## src/sv/i2c_master_bit_sequencer_macros.svh

```systemverilog
// Assertion macros for the I2C master bit sequencer
`ifndef I2C_MASTER_BIT_SEQUENCER_MACROS_SVH
`define I2C_MASTER_BIT_SEQUENCER_MACROS_SVH

`ifndef SYNTHESIS
// Same-cycle implication, checked at every clock edge outside reset
`define I2CMBS_ASSERT_NOW(label, ante, cons) \
   label: assert property (@(posedge clock) disable iff (reset) (ante) |-> (cons)) \
      else $error("i2cmbs: same-cycle check failed");
// Next-cycle implication
`define I2CMBS_ASSERT_NEXT(label, ante, cons) \
   label: assert property (@(posedge clock) disable iff (reset) (ante) |=> (cons)) \
      else $error("i2cmbs: next-cycle check failed");
`else
`define I2CMBS_ASSERT_NOW(label, ante, cons)
`define I2CMBS_ASSERT_NEXT(label, ante, cons)
`endif

`endif

```

## src/sv/i2cmbs_pkg.sv

```systemverilog
package i2cmbs_pkg;

   // bits shifted per byte and the width of the bit counter
   localparam int unsigned BITS_PER_BYTE = 8;
   localparam int unsigned BITS_W        = $clog2(BITS_PER_BYTE + 1);

   localparam int unsigned DELAY_W       = 16;
   localparam logic [DELAY_W-1:0] DELAY_RESET = 16'd100;

   // command codes
   typedef enum logic [2:0] {
      ACT_NONE  = 3'd0,
      ACT_START = 3'd1,
      ACT_STOP  = 3'd2,
      ACT_WRITE = 3'd3,
      ACT_READ  = 3'd4,
      ACT_BUSY  = 3'd5
   } action_type;

   // completion status codes
   localparam logic [1:0] STATUS_OK   = 2'd0;
   localparam logic [1:0] STATUS_BUSY = 2'd1;
   localparam logic [1:0] STATUS_NACK = 2'd2;

   // sequencer steps, one-hot
   typedef enum logic [20:0] {
      ST_IDLE = 21'h000001,
      ST_S0   = 21'h000002,
      ST_S1   = 21'h000004,
      ST_S2   = 21'h000008,
      ST_P0   = 21'h000010,
      ST_P1   = 21'h000020,
      ST_P2   = 21'h000040,
      ST_B0   = 21'h000080,
      ST_W0   = 21'h000100,
      ST_WA   = 21'h000200,
      ST_WB   = 21'h000400,
      ST_WC   = 21'h000800,
      ST_WD   = 21'h001000,
      ST_WE   = 21'h002000,
      ST_WF   = 21'h004000,
      ST_R0   = 21'h008000,
      ST_RA   = 21'h010000,
      ST_RB   = 21'h020000,
      ST_RC   = 21'h040000,
      ST_RD   = 21'h080000,
      ST_RE   = 21'h100000
   } seq_state_type;

   // one result item
   typedef struct packed {
      logic       scl_pull_low;
      logic       sda_pull_low;
      logic       ready_res;
      logic       done_res;
      logic [1:0] status;
      logic [7:0] read_data;
   } rsp_item_type;

endpackage

```

## src/sv/i2c_master_bit_sequencer.sv

```systemverilog
// I2C master bit sequencer: one input item per clock tick of the line sequence.
// The result item of an accepted item is registered in the output buffer before it reaches rsp_.
// Throughput: one item per cycle while req_stall is low; a two-entry output buffer (result register
// plus skid register) lets input continue while one result waits.
// Reset (synchronous, active high): idle, both lines released, delay unit 100 ticks.
`include "i2c_master_bit_sequencer_macros.svh"

module i2c_master_bit_sequencer (
   input  logic                                clock,
   input  logic                                reset,
   // input channel
   input  logic                                req_valid,
   output logic                                req_stall,
   input  logic [2:0]                          req_action,
   input  logic [7:0]                          req_write_data,
   input  logic                                req_send_nack,
   input  logic                                req_scl_level,
   input  logic                                req_sda_level,
   // result channel
   output logic                                rsp_valid,
   input  logic                                rsp_stall,
   output logic                                rsp_scl_pull_low,
   output logic                                rsp_sda_pull_low,
   output logic                                rsp_ready_res,
   output logic                                rsp_done_res,
   output logic [1:0]                          rsp_status,
   output logic [7:0]                          rsp_read_data,
   // delay register write
   input  logic                                csr_wr_en,
   input  logic [i2cmbs_pkg::DELAY_W-1:0]      csr_wr_data
);

   localparam int unsigned BW = i2cmbs_pkg::BITS_W;
   localparam int unsigned DW = i2cmbs_pkg::DELAY_W;

   i2cmbs_pkg::seq_state_type state_ff, state_in;
   logic [BW-1:0]  bits_left_ff, bits_left_in;
   logic [7:0]     shift_byte_ff, shift_byte_in;
   logic [DW-1:0]  delay_count_ff, delay_count_in;
   logic           nack_choice_ff, nack_choice_in;
   logic           clock_low_ff, clock_low_in;
   logic           data_low_ff, data_low_in;
   logic [7:0]     received_byte_ff, received_byte_in;
   logic [DW-1:0]  delay_ticks_ff;

   logic           done;
   logic [1:0]     status;
   logic [DW-1:0]  delay_load;
   logic           lines_low;
   logic           req_accept;

   i2cmbs_pkg::rsp_item_type new_item;
   i2cmbs_pkg::rsp_item_type out_data_ff, out_data_in;
   i2cmbs_pkg::rsp_item_type skid_data_ff, skid_data_in;
   logic           out_valid_ff, out_valid_in;
   logic           skid_valid_ff, skid_valid_in;
   logic           rsp_pop;

   assign req_accept = req_valid & ~req_stall;
   assign req_stall  = skid_valid_ff;

   // delay register; zero counts as one tick
   always_ff @(posedge clock) begin
      if (reset) begin
         delay_ticks_ff <= i2cmbs_pkg::DELAY_RESET;
      end else if (csr_wr_en) begin
         delay_ticks_ff <= csr_wr_data;
      end
   end

   assign delay_load = (delay_ticks_ff == '0) ? DW'(1) : delay_ticks_ff;
   assign lines_low  = ~req_scl_level | ~req_sda_level;

   // next state for one tick
   always_comb begin
      state_in         = state_ff;
      bits_left_in     = bits_left_ff;
      shift_byte_in    = shift_byte_ff;
      delay_count_in   = delay_count_ff;
      nack_choice_in   = nack_choice_ff;
      clock_low_in     = clock_low_ff;
      data_low_in      = data_low_ff;
      received_byte_in = received_byte_ff;
      done             = 1'b0;
      status           = i2cmbs_pkg::STATUS_OK;

      if (state_ff == i2cmbs_pkg::ST_IDLE) begin
         // new command
         case (req_action)
            i2cmbs_pkg::ACT_START: begin
               state_in       = i2cmbs_pkg::ST_S0;
               delay_count_in = delay_load;
            end
            i2cmbs_pkg::ACT_STOP: begin
               clock_low_in   = 1'b1;
               data_low_in    = 1'b1;
               state_in       = i2cmbs_pkg::ST_P0;
               delay_count_in = delay_load;
            end
            i2cmbs_pkg::ACT_WRITE: begin
               shift_byte_in  = req_write_data;
               bits_left_in   = BW'(i2cmbs_pkg::BITS_PER_BYTE);
               clock_low_in   = 1'b1;
               state_in       = i2cmbs_pkg::ST_W0;
               delay_count_in = delay_load;
            end
            i2cmbs_pkg::ACT_READ: begin
               shift_byte_in  = '0;
               bits_left_in   = BW'(i2cmbs_pkg::BITS_PER_BYTE);
               nack_choice_in = req_send_nack;
               clock_low_in   = 1'b1;
               data_low_in    = 1'b0;
               state_in       = i2cmbs_pkg::ST_R0;
               delay_count_in = delay_load;
            end
            i2cmbs_pkg::ACT_BUSY: begin
               clock_low_in   = 1'b0;
               data_low_in    = 1'b0;
               state_in       = i2cmbs_pkg::ST_B0;
               delay_count_in = delay_load;
            end
            default: begin
               state_in = i2cmbs_pkg::ST_IDLE;
            end
         endcase
      end else if (delay_count_ff <= DW'(1)) begin
         // end of a delay unit: apply the next line changes
         delay_count_in = delay_load;
         case (state_ff)
            i2cmbs_pkg::ST_S0: begin
               data_low_in  = 1'b0;
               clock_low_in = 1'b0;
               state_in     = i2cmbs_pkg::ST_S1;
            end
            i2cmbs_pkg::ST_S1: begin
               if (lines_low) begin
                  done   = 1'b1;
                  status = i2cmbs_pkg::STATUS_BUSY;
               end else begin
                  data_low_in = 1'b1;
                  state_in    = i2cmbs_pkg::ST_S2;
               end
            end
            i2cmbs_pkg::ST_S2: begin
               clock_low_in = 1'b1;
               done         = 1'b1;
            end
            i2cmbs_pkg::ST_P0: begin
               clock_low_in = 1'b0;
               state_in     = i2cmbs_pkg::ST_P1;
            end
            i2cmbs_pkg::ST_P1: begin
               data_low_in = 1'b0;
               state_in    = i2cmbs_pkg::ST_P2;
            end
            i2cmbs_pkg::ST_B0: begin
               done   = 1'b1;
               status = lines_low ? i2cmbs_pkg::STATUS_BUSY : i2cmbs_pkg::STATUS_OK;
            end
            i2cmbs_pkg::ST_W0: begin
               data_low_in  = ~shift_byte_ff[7];
               bits_left_in = bits_left_ff - BW'(1);
               state_in     = i2cmbs_pkg::ST_WA;
            end
            i2cmbs_pkg::ST_WA: begin
               clock_low_in  = 1'b0;
               shift_byte_in = {shift_byte_ff[6:0], 1'b0};
               state_in      = i2cmbs_pkg::ST_WB;
            end
            i2cmbs_pkg::ST_WB: begin
               clock_low_in = 1'b1;
               state_in     = i2cmbs_pkg::ST_WC;
            end
            i2cmbs_pkg::ST_WC: begin
               if (bits_left_ff != '0) begin
                  data_low_in  = ~shift_byte_ff[7];
                  bits_left_in = bits_left_ff - BW'(1);
                  state_in     = i2cmbs_pkg::ST_WA;
               end else begin
                  data_low_in = 1'b0;
                  state_in    = i2cmbs_pkg::ST_WD;
               end
            end
            i2cmbs_pkg::ST_WD: begin
               clock_low_in = 1'b0;
               state_in     = i2cmbs_pkg::ST_WE;
            end
            i2cmbs_pkg::ST_WE: begin
               // acknowledge sample: high means no-ack
               nack_choice_in = req_sda_level;
               clock_low_in   = 1'b1;
               state_in       = i2cmbs_pkg::ST_WF;
            end
            i2cmbs_pkg::ST_WF: begin
               done   = 1'b1;
               status = nack_choice_ff ? i2cmbs_pkg::STATUS_NACK : i2cmbs_pkg::STATUS_OK;
            end
            i2cmbs_pkg::ST_R0: begin
               clock_low_in = 1'b0;
               state_in     = i2cmbs_pkg::ST_RA;
            end
            i2cmbs_pkg::ST_RA: begin
               shift_byte_in = {shift_byte_ff[6:0], req_sda_level};
               bits_left_in  = bits_left_ff - BW'(1);
               clock_low_in  = 1'b1;
               state_in      = i2cmbs_pkg::ST_RB;
            end
            i2cmbs_pkg::ST_RB: begin
               if (bits_left_ff != '0) begin
                  clock_low_in = 1'b0;
                  state_in     = i2cmbs_pkg::ST_RA;
               end else begin
                  data_low_in = ~nack_choice_ff;
                  state_in    = i2cmbs_pkg::ST_RC;
               end
            end
            i2cmbs_pkg::ST_RC: begin
               clock_low_in = 1'b0;
               state_in     = i2cmbs_pkg::ST_RD;
            end
            i2cmbs_pkg::ST_RD: begin
               clock_low_in = 1'b1;
               state_in     = i2cmbs_pkg::ST_RE;
            end
            i2cmbs_pkg::ST_RE: begin
               received_byte_in = shift_byte_ff;
               done             = 1'b1;
            end
            default: begin
               done = 1'b1;
            end
         endcase
         // command complete: back to idle, delay cleared
         if (done) begin
            state_in       = i2cmbs_pkg::ST_IDLE;
            delay_count_in = '0;
         end
      end else begin
         delay_count_in = delay_count_ff - DW'(1);
      end
   end

   // sequencer state, advanced once per accepted item
   always_ff @(posedge clock) begin
      if (reset) begin
         state_ff         <= i2cmbs_pkg::ST_IDLE;
         bits_left_ff     <= '0;
         shift_byte_ff    <= '0;
         delay_count_ff   <= '0;
         nack_choice_ff   <= 1'b0;
         clock_low_ff     <= 1'b0;
         data_low_ff      <= 1'b0;
         received_byte_ff <= '0;
      end else if (req_accept) begin
         state_ff         <= state_in;
         bits_left_ff     <= bits_left_in;
         shift_byte_ff    <= shift_byte_in;
         delay_count_ff   <= delay_count_in;
         nack_choice_ff   <= nack_choice_in;
         clock_low_ff     <= clock_low_in;
         data_low_ff      <= data_low_in;
         received_byte_ff <= received_byte_in;
      end
   end

   // result item for this tick
   always_comb begin
      new_item.scl_pull_low = clock_low_in;
      new_item.sda_pull_low = data_low_in;
      new_item.ready_res    = (state_in == i2cmbs_pkg::ST_IDLE);
      new_item.done_res     = done;
      new_item.status       = status;
      new_item.read_data    = received_byte_in;
   end

   // two-entry output buffer: result register in front, skid register behind
   assign rsp_pop = out_valid_ff & ~rsp_stall;

   always_comb begin
      out_valid_in  = out_valid_ff;
      skid_valid_in = skid_valid_ff;
      out_data_in   = out_data_ff;
      skid_data_in  = skid_data_ff;
      if (!out_valid_ff) begin
         if (req_accept) begin
            out_valid_in = 1'b1;
            out_data_in  = new_item;
         end
      end else if (!skid_valid_ff) begin
         if (rsp_pop && req_accept) begin
            out_data_in = new_item;
         end else if (req_accept) begin
            skid_valid_in = 1'b1;
            skid_data_in  = new_item;
         end else if (rsp_pop) begin
            out_valid_in = 1'b0;
         end
      end else if (rsp_pop) begin
         out_data_in   = skid_data_ff;
         skid_valid_in = 1'b0;
      end
   end

   always_ff @(posedge clock) begin
      if (reset) begin
         out_valid_ff  <= 1'b0;
         skid_valid_ff <= 1'b0;
      end else begin
         out_valid_ff  <= out_valid_in;
         skid_valid_ff <= skid_valid_in;
      end
   end

   always_ff @(posedge clock) begin
      out_data_ff  <= out_data_in;
      skid_data_ff <= skid_data_in;
   end

   assign rsp_valid        = out_valid_ff;
   assign rsp_scl_pull_low = out_data_ff.scl_pull_low;
   assign rsp_sda_pull_low = out_data_ff.sda_pull_low;
   assign rsp_ready_res    = out_data_ff.ready_res;
   assign rsp_done_res     = out_data_ff.done_res;
   assign rsp_status       = out_data_ff.status;
   assign rsp_read_data    = out_data_ff.read_data;

   // skid entry only ever sits behind a full result register
   `I2CMBS_ASSERT_NOW(a_skid_behind_out, skid_valid_ff, out_valid_ff)
   // a completing command always reports idle
   `I2CMBS_ASSERT_NOW(a_done_is_idle, rsp_valid && rsp_done_res, rsp_ready_res)
   // no delay is pending while idle
   `I2CMBS_ASSERT_NOW(a_idle_no_delay, state_ff == i2cmbs_pkg::ST_IDLE, delay_count_ff == '0)
   // a valid command taken while idle starts a sequence
   `I2CMBS_ASSERT_NEXT(a_cmd_starts,
      req_accept && state_ff == i2cmbs_pkg::ST_IDLE &&
      (req_action == i2cmbs_pkg::ACT_START || req_action == i2cmbs_pkg::ACT_STOP ||
       req_action == i2cmbs_pkg::ACT_WRITE || req_action == i2cmbs_pkg::ACT_READ ||
       req_action == i2cmbs_pkg::ACT_BUSY),
      state_ff != i2cmbs_pkg::ST_IDLE)

endmodule

```

## config.mk

```make
export PLATFORM = sky130hd
export DESIGN_NAME = i2c_master_bit_sequencer
export DESIGN_NICKNAME = d
export VERILOG_FILES = /design/src/sv/i2cmbs_pkg.sv /design/src/sv/i2c_master_bit_sequencer.sv
export VERILOG_INCLUDE_DIRS = /design/src /design/src/sv
export SDC_FILE = /design/constraint.sdc
export NUM_CORES = 1
export LEC_CHECK = 0
export BUFFER_PORTS_ARGS = -buffer_cell sky130_fd_sc_hd__buf_2
export CORE_MARGIN = 2
export CORE_UTILIZATION = 35
export DETAILED_ROUTE_END_ITERATION = 8
export GPL_ROUTABILITY_DRIVEN = 0
export HOLD_SLACK_MARGIN = 0.1
export MAX_ROUTING_LAYER = met4
export PLACE_DENSITY = 0.55
export SYNTH_ARGS = -nofsm -noshare
export SYNTH_HDL_FRONTEND = slang
export SYNTH_SLANG_ARGS = --single-unit
```

## constraint.sdc

```tcl
create_clock -name clock -period 3.5 [get_ports clock]
set_input_delay 0.35 -clock clock [delete_from_list [all_inputs] [get_ports clock]]
set_output_delay 0.35 -clock clock [all_outputs]
set_load 0.01 [all_outputs]
```

==> metrics.csv, run 1 <==
metric,value,unit
ANT nets after route,0,
Max Freq,0.313,GHz
Die Wd,134,um
Synth Area in Compound Gates,0.175,
final WL,16800,um
dpl ws,427,ps
Least-Margin Pin Slew,1040,ps
WS Path Type,register to register,
Hold Path Depth,2,
final setup violating endpoints,0,
DR pass1 iterations,5,
CTS tree,built,
cells on worst reg2reg path,8,
most frequent cells in the layout,"nor2_1, dfxtp_1, nand2_1, a21oi_1, buf_2",
Post-Synth Simple-Gate Area,0.301,
Clock Sink Count,106,
via count,5534,
# DRC,0,
synthesized flop and latch total,106,
nets@finish,790,
Setup crit end kind,register,
worst-case vdd ir drop,0.000423,V
Crit path required time,3600,ps
clock buffer depth,2,
maximum number of pins on one net before global-route repair,48,
# rows,47,
adder-cell share of the synthesized area,0.0127,
GRT Overall Usage,0.193,
status,finished clean,
r2r endpoint,rsp_done_res,
Mean Syn Cell Area,8.30,um2
post-DR vias/cell,5.68,
antenna violations before repair,0,
first-pass GRT wire length,26700,um
GR Overflow Total,0,
PnR worst setup slack,300,ps
vias in the first global route,4990,
Synth area leader,dfxtp_1,
Clock Latency Late Sink,360,ps
Synth Warn #,0,
die area,18000,um2
htree depth,3,
Post-synth top flop,dfxtp_1,
hold endpoint,delay_ticks_ff[6],
drt wl/cell,17.2,um
Setup crit start kind,register,
mux cell area share after synthesis,0.0445,
Antenna Diode Count,0,
Tcrit/Tclk final,0.914,
initial detailed-routing violation count,403,
post-synth top area share,0.263,
post-CTS setup buffers,0,
Post-synth ARST share,0,
clk slew on worst S/H paths,80,ps
post-detail-place hpwl,12400,um
register area share after synthesis,0.405,
PwrDens,1000,nW/um2
R2R setup slack,300,ps
Lkg Pwr,2.71,nW
Port Buffers,50,
Top Ports,51,
Die Y,134,um
hold_sp,csr_wr_data[6],
hold_buf cts,0,
Worst Hold Class,primary input to register,
Final Hold Vio Count,0,
PostCTS Resize Cnt,0,
skew final,9.54,ps
"Net Count, Synth",755,
Syn Inst Count,714,
Core Region,16600,um2
share of cells above drive strength 1,0.150,
Worst Path Max Fanout,9,
"top cells by area, synth","dfxtp_1, edfxtp_1, nor2_1",
Mapped Area,5930,um2
setup_tns,0,ps
root buf cell,clkbuf_16,
Post-synth EDFFs,28,
"Slew Viols, Final",0,
maxcap violations,0,
post-synthesis xor/xnor area fraction,0.0148,
RSZ-0062 raised after global routing,no,
Synth-to-Final Area Change,13.9,%
Reg-to-Reg Start,state_ff[18],
largest family of logic cells by synthesized area,simple AND/OR/NAND/NOR gates,
synth unique cells,75,
clock buffer count from CTS,9,
initial core utilization,0.357,
relative slew slack,0.304,
"most common cell after layout, fill and taps aside",nor2_1,
worst path arrival time,3300,ps
Period minus WS final,3200,ps
hold slack,194,ps
-- sequential cells by signal, summed over array words and instances, names as in the netlist --
signal	flops
delay_ticks_ff	16
rsp_ready_res	1
rsp_done_res	1
rsp_scl_pull_low	1
rsp_read_data	8
bits_left_ff	4
received_byte_ff	8
state_ff	21
shift_byte_ff	8
rsp_sda_pull_low	1
skid_data_ff	14
delay_count_ff	16
clock_low_ff	1
rsp_valid	1
data_low_ff	1
req_stall	1
rsp_status	2
nack_choice_ff	1
-- logic make-up (layout without fill, tap and decap cells) --
family | Yosys count | after routing
simple gates | 339 | 339
compound gates | 161 | 161
flops | 106 | 106
buf+inv | 66 | 106
mux | 26 | 26
xor+xnor | 10 | 10
fa+ha+maj | 6 | 6
-- critical path: stages, from the launching register on --
cell and delay (ps):
dfxtp_1 390, or4_1 820, nor4_1 310, buf_4 200, nand4b_1 230, and3_1 290, a31oi_1 370, nand2b_1 230
o21ai_0 100
-- per-stage QoR --
step	power (mW)	instances	area, um2	utilization
global route	7.25	974	6750	0.407
detailed placement	5.60	958	6410	0.387
CTS	6.73	974	6750	0.407
global placement	5.57	958	6410	0.387
floorplan	4.58	714	5930	-
finish	6.76	974	6750	0.407
-- synth_stat cells, types with 16 or more instances --
library cell and count:
nand2_1 52, o21ai_0 37, nor4_1 17, nor3_1 37, mux2i_1 23, inv_1 18
nor2_1 92, edfxtp_1 28, a21oi_1 53, dfxtp_1 78, nand3_1 41, clkbuf_1 28
a211oi_1 16
-- how the worst max path moves through the flow --
stage,startpoint,to,slack [ps],cells past startpoint
2_1_floorplan,state_ff[18],rsp_sda_pull_low,830,8
3_3_place_gp,state_ff[18],rsp_done_res,440,8
3_5_place_dp,state_ff[18],rsp_done_res,430,8
4_1_cts,state_ff[18],rsp_done_res,410,8
5_1_grt,state_ff[18],rsp_done_res,220,8
6_report,state_ff[18],rsp_done_res,300,8
-- power breakdown --
part	total, mW	switching [mW]	internal [mW]
clock network	1.11	0.522	0.583
registers	1.76	0.239	1.52
logic	3.89	2.58	1.31
-- routing by layer --
layer  routed length [um]  up-vias  share of wire  GRT usage
li1                     -     2689              -          -
met1                 7470     2577           0.45      0.254
met2                 7570      227           0.45      0.288
met3                 1210       41          0.072     0.0450
met4                  528        0          0.031     0.0754
met5                    0        -              0          -
-- area by class of cell --
type,instances,area [um2]
fill,1674,9830
multi-input combinational,542,3250
sequential,106,2400
timing repair buffer,72,415
tap,220,275
clock buffer,9,225
clock inverter,7,113
inverter,18,67.6
No activity file was read; power rests on OpenSTA's default activity.
==> run 2: changes to the inputs <==
--- a/config.mk
+++ b/config.mk
@@ -8,3 +8,4 @@
 export LEC_CHECK = 0
-export BUFFER_PORTS_ARGS = -buffer_cell sky130_fd_sc_hd__buf_2
+export ABC_CLOCK_PERIOD_IN_PS = 3500
+export BUFFER_PORTS_ARGS = -buffer_cell sky130_fd_sc_hd__clkbuf_2
 export CORE_MARGIN = 2
==> constraint.sdc (replaced) <==
create_clock -name clock -period 3.5 [get_ports clock]
set_input_delay 0.525 -clock clock [delete_from_list [all_inputs] [get_ports clock]]
set_output_delay 0.525 -clock clock [all_outputs]
set_load 0.01 [all_outputs]
==> run 2 against run 1 <==
Final cell count up 0.10%. Combinational power grew 1%. Power shrank 0.66%. Via count up 1.0%. First-iteration DRC count shrank 1.2%. Critical endpoint is now rsp_read_data[7]. Flip-flop and latch count is the same.
==> metrics.csv, run 2 (synthesized netlist as in run 1, its figures left out) <==
metric,value,unit,change
Final Cell Area,6740,um2,-0.17%
PostCTS Resize Cnt,0,,unchanged
Final Hold Vio Count,0,,unchanged
worst-case vdd ir drop,0.000391,V,-7.7%
die area,18000,um2,unchanged
Synth-to-Final Area Change,13.7,%,
skew final,10.5,ps,+0.973 ps
dpl cells,959,,+0.10%
maximum number of pins on one net before global-route repair,43,,-10%
GR Overflow Total,0,,unchanged
relative slew slack,0.308,,+0.00445
status,finished clean,,
Setup crit start kind,register,,
"most common cell after layout, fill and taps aside",nor2_1,,
PnR worst setup slack,275,ps,-24.8 ps
PwrDens,996,nW/um2,-0.49%
"Slew Viols, Final",0,,unchanged
final cell count without fillers,975,,+0.10%
Crit path required time,3590,ps,about the same
htree depth,3,,unchanged
maxcap violations,0,,unchanged
met2 Track Usage GR,0.321,,+0.0325
RSZ-0062 raised after global routing,no,,
clk slew on worst S/H paths,80,ps,about the same
Top Ports,51,,unchanged
DR pass1 iterations,6,,+1
initial detailed-routing violation count,398,,-1.2%
Worst Path Max Fanout,9,,unchanged
antenna violations before repair,0,,unchanged
hold_sp,csr_wr_data[2],,
first-pass GRT wire length,28500,um,+6.8%
most frequent cells in the layout,"nor2_1, dfxtp_1, nand2_1, a21oi_1, clkbuf_2",,
GRT Overall Usage,0.205,,+0.0118
via count,5592,,+1.0%
sequential group share of total power,0.261,,about the same
worst path arrival time,3320,ps,+20 ps
ANT nets after route,0,,unchanged
Period minus WS final,3220,ps,+24.8 ps
Reg-to-Reg Start,state_ff[13],,
clock buffer count from CTS,9,,unchanged
clock power share,0.154,,-0.010
hold_buf cts,0,,unchanged
Setup crit end kind,register,,
final setup violating endpoints,0,,unchanged
clock buffer depth,2,,unchanged
hold endpoint,delay_ticks_ff[2],,
Antenna Diode Count,0,,unchanged
setup_tns,0,ps,unchanged
Largest regs,"state_ff (21), delay_count_ff (16), delay_ticks_ff (16)",,
share of cells above drive strength 1,0.151,,+0.00113
# rows,47,,unchanged
post-detail-place hpwl,12700,um,+2.2%
Reg with most FFs,state_ff,,
Clock Sink Count,106,,unchanged
Tcrit/Tclk final,0.921,,+0.00709
drt wl/cell,17.7,um,+2.6%
Hold Path Depth,2,,unchanged
P_sw,3.35,mW,+0.22%
Lkg Pwr,2.71,nW,+0.23%
dpl ws,332,ps,-95.6 ps
met3 Use GR,0.0382,,-0.00680
vias in the first global route,5327,,+6.8%
Post-DP Area,6430,um2,+0.31%
Port Buffers,50,,unchanged
Die Y,134,um,unchanged
final WL,17200,um,+2.7%
switching part of the total,0.499,,+0.00434
r2r endpoint,rsp_read_data[7],,
# DRC,0,,unchanged
gr busiest metal,met2,,
WS Path Type,register to register,,
cells on worst reg2reg path,7,,-1
Core Region,16600,um2,unchanged
CTS tree,built,,
Least-Margin Pin Slew,1040,ps,-6.67 ps
nets@finish,791,,+0.13%
R2R setup slack,280,ps,-20 ps
Largest register FFs,21,,unchanged
Clock Latency Late Sink,360,ps,about the same
internal power,3.36,mW,-1.5%
post-CTS setup buffers,0,,unchanged
initial core utilization,0.357,,unchanged
Comb power frac,0.585,,+0.009
root buf cell,clkbuf_16,,
Tot Pwr,6.71,mW,-0.66%
Die Wd,134,um,unchanged
Max Freq,0.310,GHz,-0.77%
Worst Hold Class,primary input to register,,
routing usage on met1,0.266,,+0.0114
post-DR vias/cell,5.74,,+0.94%
==> run 2: cell types whose count changed in the layout (fill, tap and decap cells not counted) <==
cell	change
bufinv_16	-1
clkbuf_2	+50
clkinv_8	-2
inv_6	+1
buf_12	+1
inv_8	+2
buf_2	-50
==> run 2: worst max path at each step <==
stage / start / slack [ps] / cells after the start / to
2_1_floorplan: state_ff[18] / 830 / 8 / rsp_sda_pull_low
3_3_place_gp: state_ff[18] / 430 / 7 / rsp_sda_pull_low
3_5_place_dp: state_ff[12] / 330 / 7 / rsp_read_data[7]
4_1_cts: state_ff[12] / 330 / 7 / rsp_read_data[7]
5_1_grt: state_ff[13] / 80 / 7 / rsp_read_data[2]
6_report: state_ff[13] / 280 / 7 / rsp_read_data[7]
==> run 2: area by class of cell <==
cell class	count	area, um2
Clock inverter	7	81.3
Tap cell	220	275
Multi-Input combinational cell	542	3250
Inverter	18	67.6
Timing Repair Buffer	73	435
Fill cell	1695	9840
Clock buffer	9	225
Sequential cell	106	2400
==> run 2: power groups by stage <==
stage          Clock, mW  Sequential, mW  Combinational, mW
6_report            1.03            1.75               3.93
5_1_grt             1.12            1.79               4.35
4_1_cts             1.07            1.75               3.87
3_5_place_dp           0            1.77               3.84
3_3_place_gp           0            1.77               3.83
2_1_floorplan          0            1.69               2.89
==> run 2: metal layers <==
metal  routed length [um]  vias up
li1                     -     2689
met5                    0        -
met4                  567        0
met2                 7880      257
met3                 1190       48
met1                 7600     2598
==> run 2: through the flow <==
step / hold WS [ps] / util
after floorplan: 444 / -
final: 368 / 0.406
after detailed placement: 477 / 0.388
after global placement: 472 / 0.388
after global routing: 369 / 0.406
after CTS: 356 / 0.406
==> run 2: critical path, cell delays in order, from the launching register on <==
cell     delay, ps
dfxtp_1        380
or4_1          740
nor3_1         580
buf_4          250
nand3_2        170
nand4_2        380
mux2i_1        350
a21oi_1        110
==> run 3: changes to the inputs <==
==> constraint.sdc (replaced) <==
create_clock -name clock -period 3.5 [get_ports clock]
set_input_delay 0.175 -clock clock [delete_from_list [all_inputs] [get_ports clock]]
set_output_delay 0.175 -clock clock [all_outputs]
set_load 0.01 [all_outputs]
==> run 3 against run 2 <==
Maximum frequency rose by 2.1%. Critical path depth did not move. Via count rose by 1.8%. Non-clock buffer count rose by 14. Clock power barely moved. Combinational power fell by 1%. Global-route usage fell by 0.78 points. Clock-buffer cell count did not move. Utilization rose by 0.86 points. Design area rose by 2.1%. Die area did not move. Critical path type unchanged. Critical endpoint is now rsp_sda_pull_low. Largest power group unchanged. Highest routed layer unchanged.
==> metrics.csv, run 3 (synthesized netlist as in run 1, its figures left out) <==
metric,value,unit,change
maximum number of pins on one net before global-route repair,29,,-33%
Least-Margin Pin Slew,1030,ps,-5.97 ps
Largest register FFs,21,,unchanged
# DRC,0,,unchanged
Hold Path Depth,3,,+1
CP max-delay cell,or4_1,,
WS Path Type,register to register,,
cells on worst reg2reg path,7,,unchanged
Crit path required time,3620,ps,+30 ps
ANT nets after route,0,,unchanged
post-DR vias/cell,5.75,,+0.33%
Largest regs,"state_ff (21), delay_count_ff (16), delay_ticks_ff (16)",,
Port Buffers,50,,unchanged
Core Region,16600,um2,unchanged
crit path from,state_ff[18],,
Die Y,134,um,unchanged
Top Ports,51,,unchanged
most frequent cells in the layout,"nor2_1, dfxtp_1, nand2_1, a21oi_1, clkbuf_2",,
PwrDens,973,nW/um2,-2.3%
setup_tns,0,ps,unchanged
antenna violations before repair,0,,unchanged
final setup violating endpoints,0,,unchanged
Clock Sink Count,106,,unchanged
relative slew slack,0.312,,+0.00398
Tcrit/Tclk final,0.903,,-0.0187
# rows,47,,unchanged
first-pass GRT wire length,27500,um,-3.5%
fill cell count,1673,,-1.3%
initial core utilization,0.357,,unchanged
Antenna Diode Count,0,,unchanged
"Slew Viols, Final",0,,unchanged
maxcap violations,0,,unchanged
Lkg Pwr,2.77,nW,+2.0%
hold_sp,req_valid,,
P_sw,3.36,mW,+0.27%
drt wl/cell,17.4,um,-1.7%
hold_buf cts,16,,+16
post-CTS setup buffers,0,,unchanged
nets@finish,805,,+1.8%
Reg with most FFs,state_ff,,
PostCTS Resize Cnt,0,,unchanged
Max Freq,0.317,GHz,+2.1%
RSZ-0062 raised after global routing,no,,
clk slew on worst S/H paths,90,ps,about the same
GRT Overall Usage,0.197,,-0.00779
clock power share,0.157,,+0.003
Worst Path Max Fanout,9,,unchanged
"most common cell after layout, fill and taps aside",nor2_1,,
dpl cells,957,,-0.21%
die area,18000,um2,unchanged
Clock Latency Late Sink,360,ps,about the same
htree depth,3,,unchanged
final WL,17200,um,-0.26%
internal power,3.34,mW,-0.82%
r2r endpoint,rsp_sda_pull_low,,
initial detailed-routing violation count,615,,+55%
hold endpoint,req_stall,,
switching part of the total,0.502,,+0.00275
clock buffer count from CTS,9,,unchanged
share of cells above drive strength 1,0.146,,-0.00535
clock buffer depth,2,,unchanged
Period minus WS final,3160,ps,-65.5 ps
post-detail-place hpwl,12600,um,-0.34%
R2R setup slack,340,ps,+70 ps
root buf cell,clkbuf_16,,
vias in the first global route,5268,,-1.1%
Comb power frac,0.580,,-0.005
CP cell instances,or4_1 -> nor4_4 -> nand4_1 -> o311a_1 -> a211oi_1 -> o21ai_1 -> mux2_2,,
CTS tree,built,,
via count,5691,,+1.8%
worst path arrival time,3280,ps,-40 ps
DR pass1 iterations,5,,-1
Worst Hold Class,primary input to register,,
slowest cell delay on critical path,830,ps,+90 ps
Setup crit end kind,register,,
Synth-to-Final Area Change,16.1,%,
Setup crit start kind,register,,
worst-case vdd ir drop,0.000442,V,+13%
Final Hold Vio Count,0,,unchanged
GR Overflow Total,0,,unchanged
status,finished clean,,
skew final,18.3,ps,+7.74 ps
sequential group share of total power,0.263,,+0.002
Die Wd,134,um,unchanged
final cell count without fillers,989,,+1.4%
Reg-to-Reg Start,state_ff[18],,
[run 3: cell type report]
type	count	area (um2)	share of cell area
clock buffers	9	225	0.0327
clock inverters	7	91.3	0.0133
inverters	18	67.6	0.00982
multi-input cells	542	3250	0.473
flip-flops and latches	106	2400	0.349
well taps	220	275	0.0400
repair buffers	87	568	0.0825
[run 3: metal layers]
layer	up-vias	GRT usage	share of wire
met5	-	-	0
met2	302	0.296	0.44
met4	0	0.0766	0.033
met3	46	0.0476	0.087
met1	2631	0.257	0.44
li1	2712	-	-
[run 3: through the flow]
| stage | hold WS (ps) | cell area (um2) | setup slack, ps | power (mW) | utilization |
|---|---|---|---|---|---|
| 2_1_floorplan | 297 | 5930 | 835 | 4.58 | - |
| 3_3_place_gp | 382 | 6400 | 414 | 5.54 | 0.386 |
| 3_5_place_dp | 392 | 6400 | 436 | 5.56 | 0.386 |
| 4_1_cts | 113 | 6880 | 406 | 6.64 | 0.415 |
| 5_1_grt | 165 | 6880 | 242 | 7.19 | 0.415 |
| 6_report | 133 | 6880 | 341 | 6.70 | 0.415 |
[run 3: worst max-delay path: cells and delay by family, from the launching register on]
family             cells  cell delay [ps]
AOI/OAI and AO/OA      3              660
DFF                    1              400
muxes                  1              280
and+or+nand+nor        3             1580
[run 3: power groups by stage]
stage	sequential (mW)	clock [mW]	combinational [mW]
floorplan	1.69	0	2.89
global placement	1.78	0	3.76
detailed placement	1.78	0	3.77
CTS	1.75	1.08	3.81
global route	1.79	1.13	4.26
finish	1.76	1.05	3.88
[run 3: worst max-delay path by stage]
stage	end	slack, ps
floorplan	rsp_sda_pull_low	830
detailed placement	rsp_read_data[7]	440
global placement	rsp_sda_pull_low	410
CTS	rsp_read_data[7]	410
finish	rsp_sda_pull_low	340
global route	rsp_read_data[7]	240
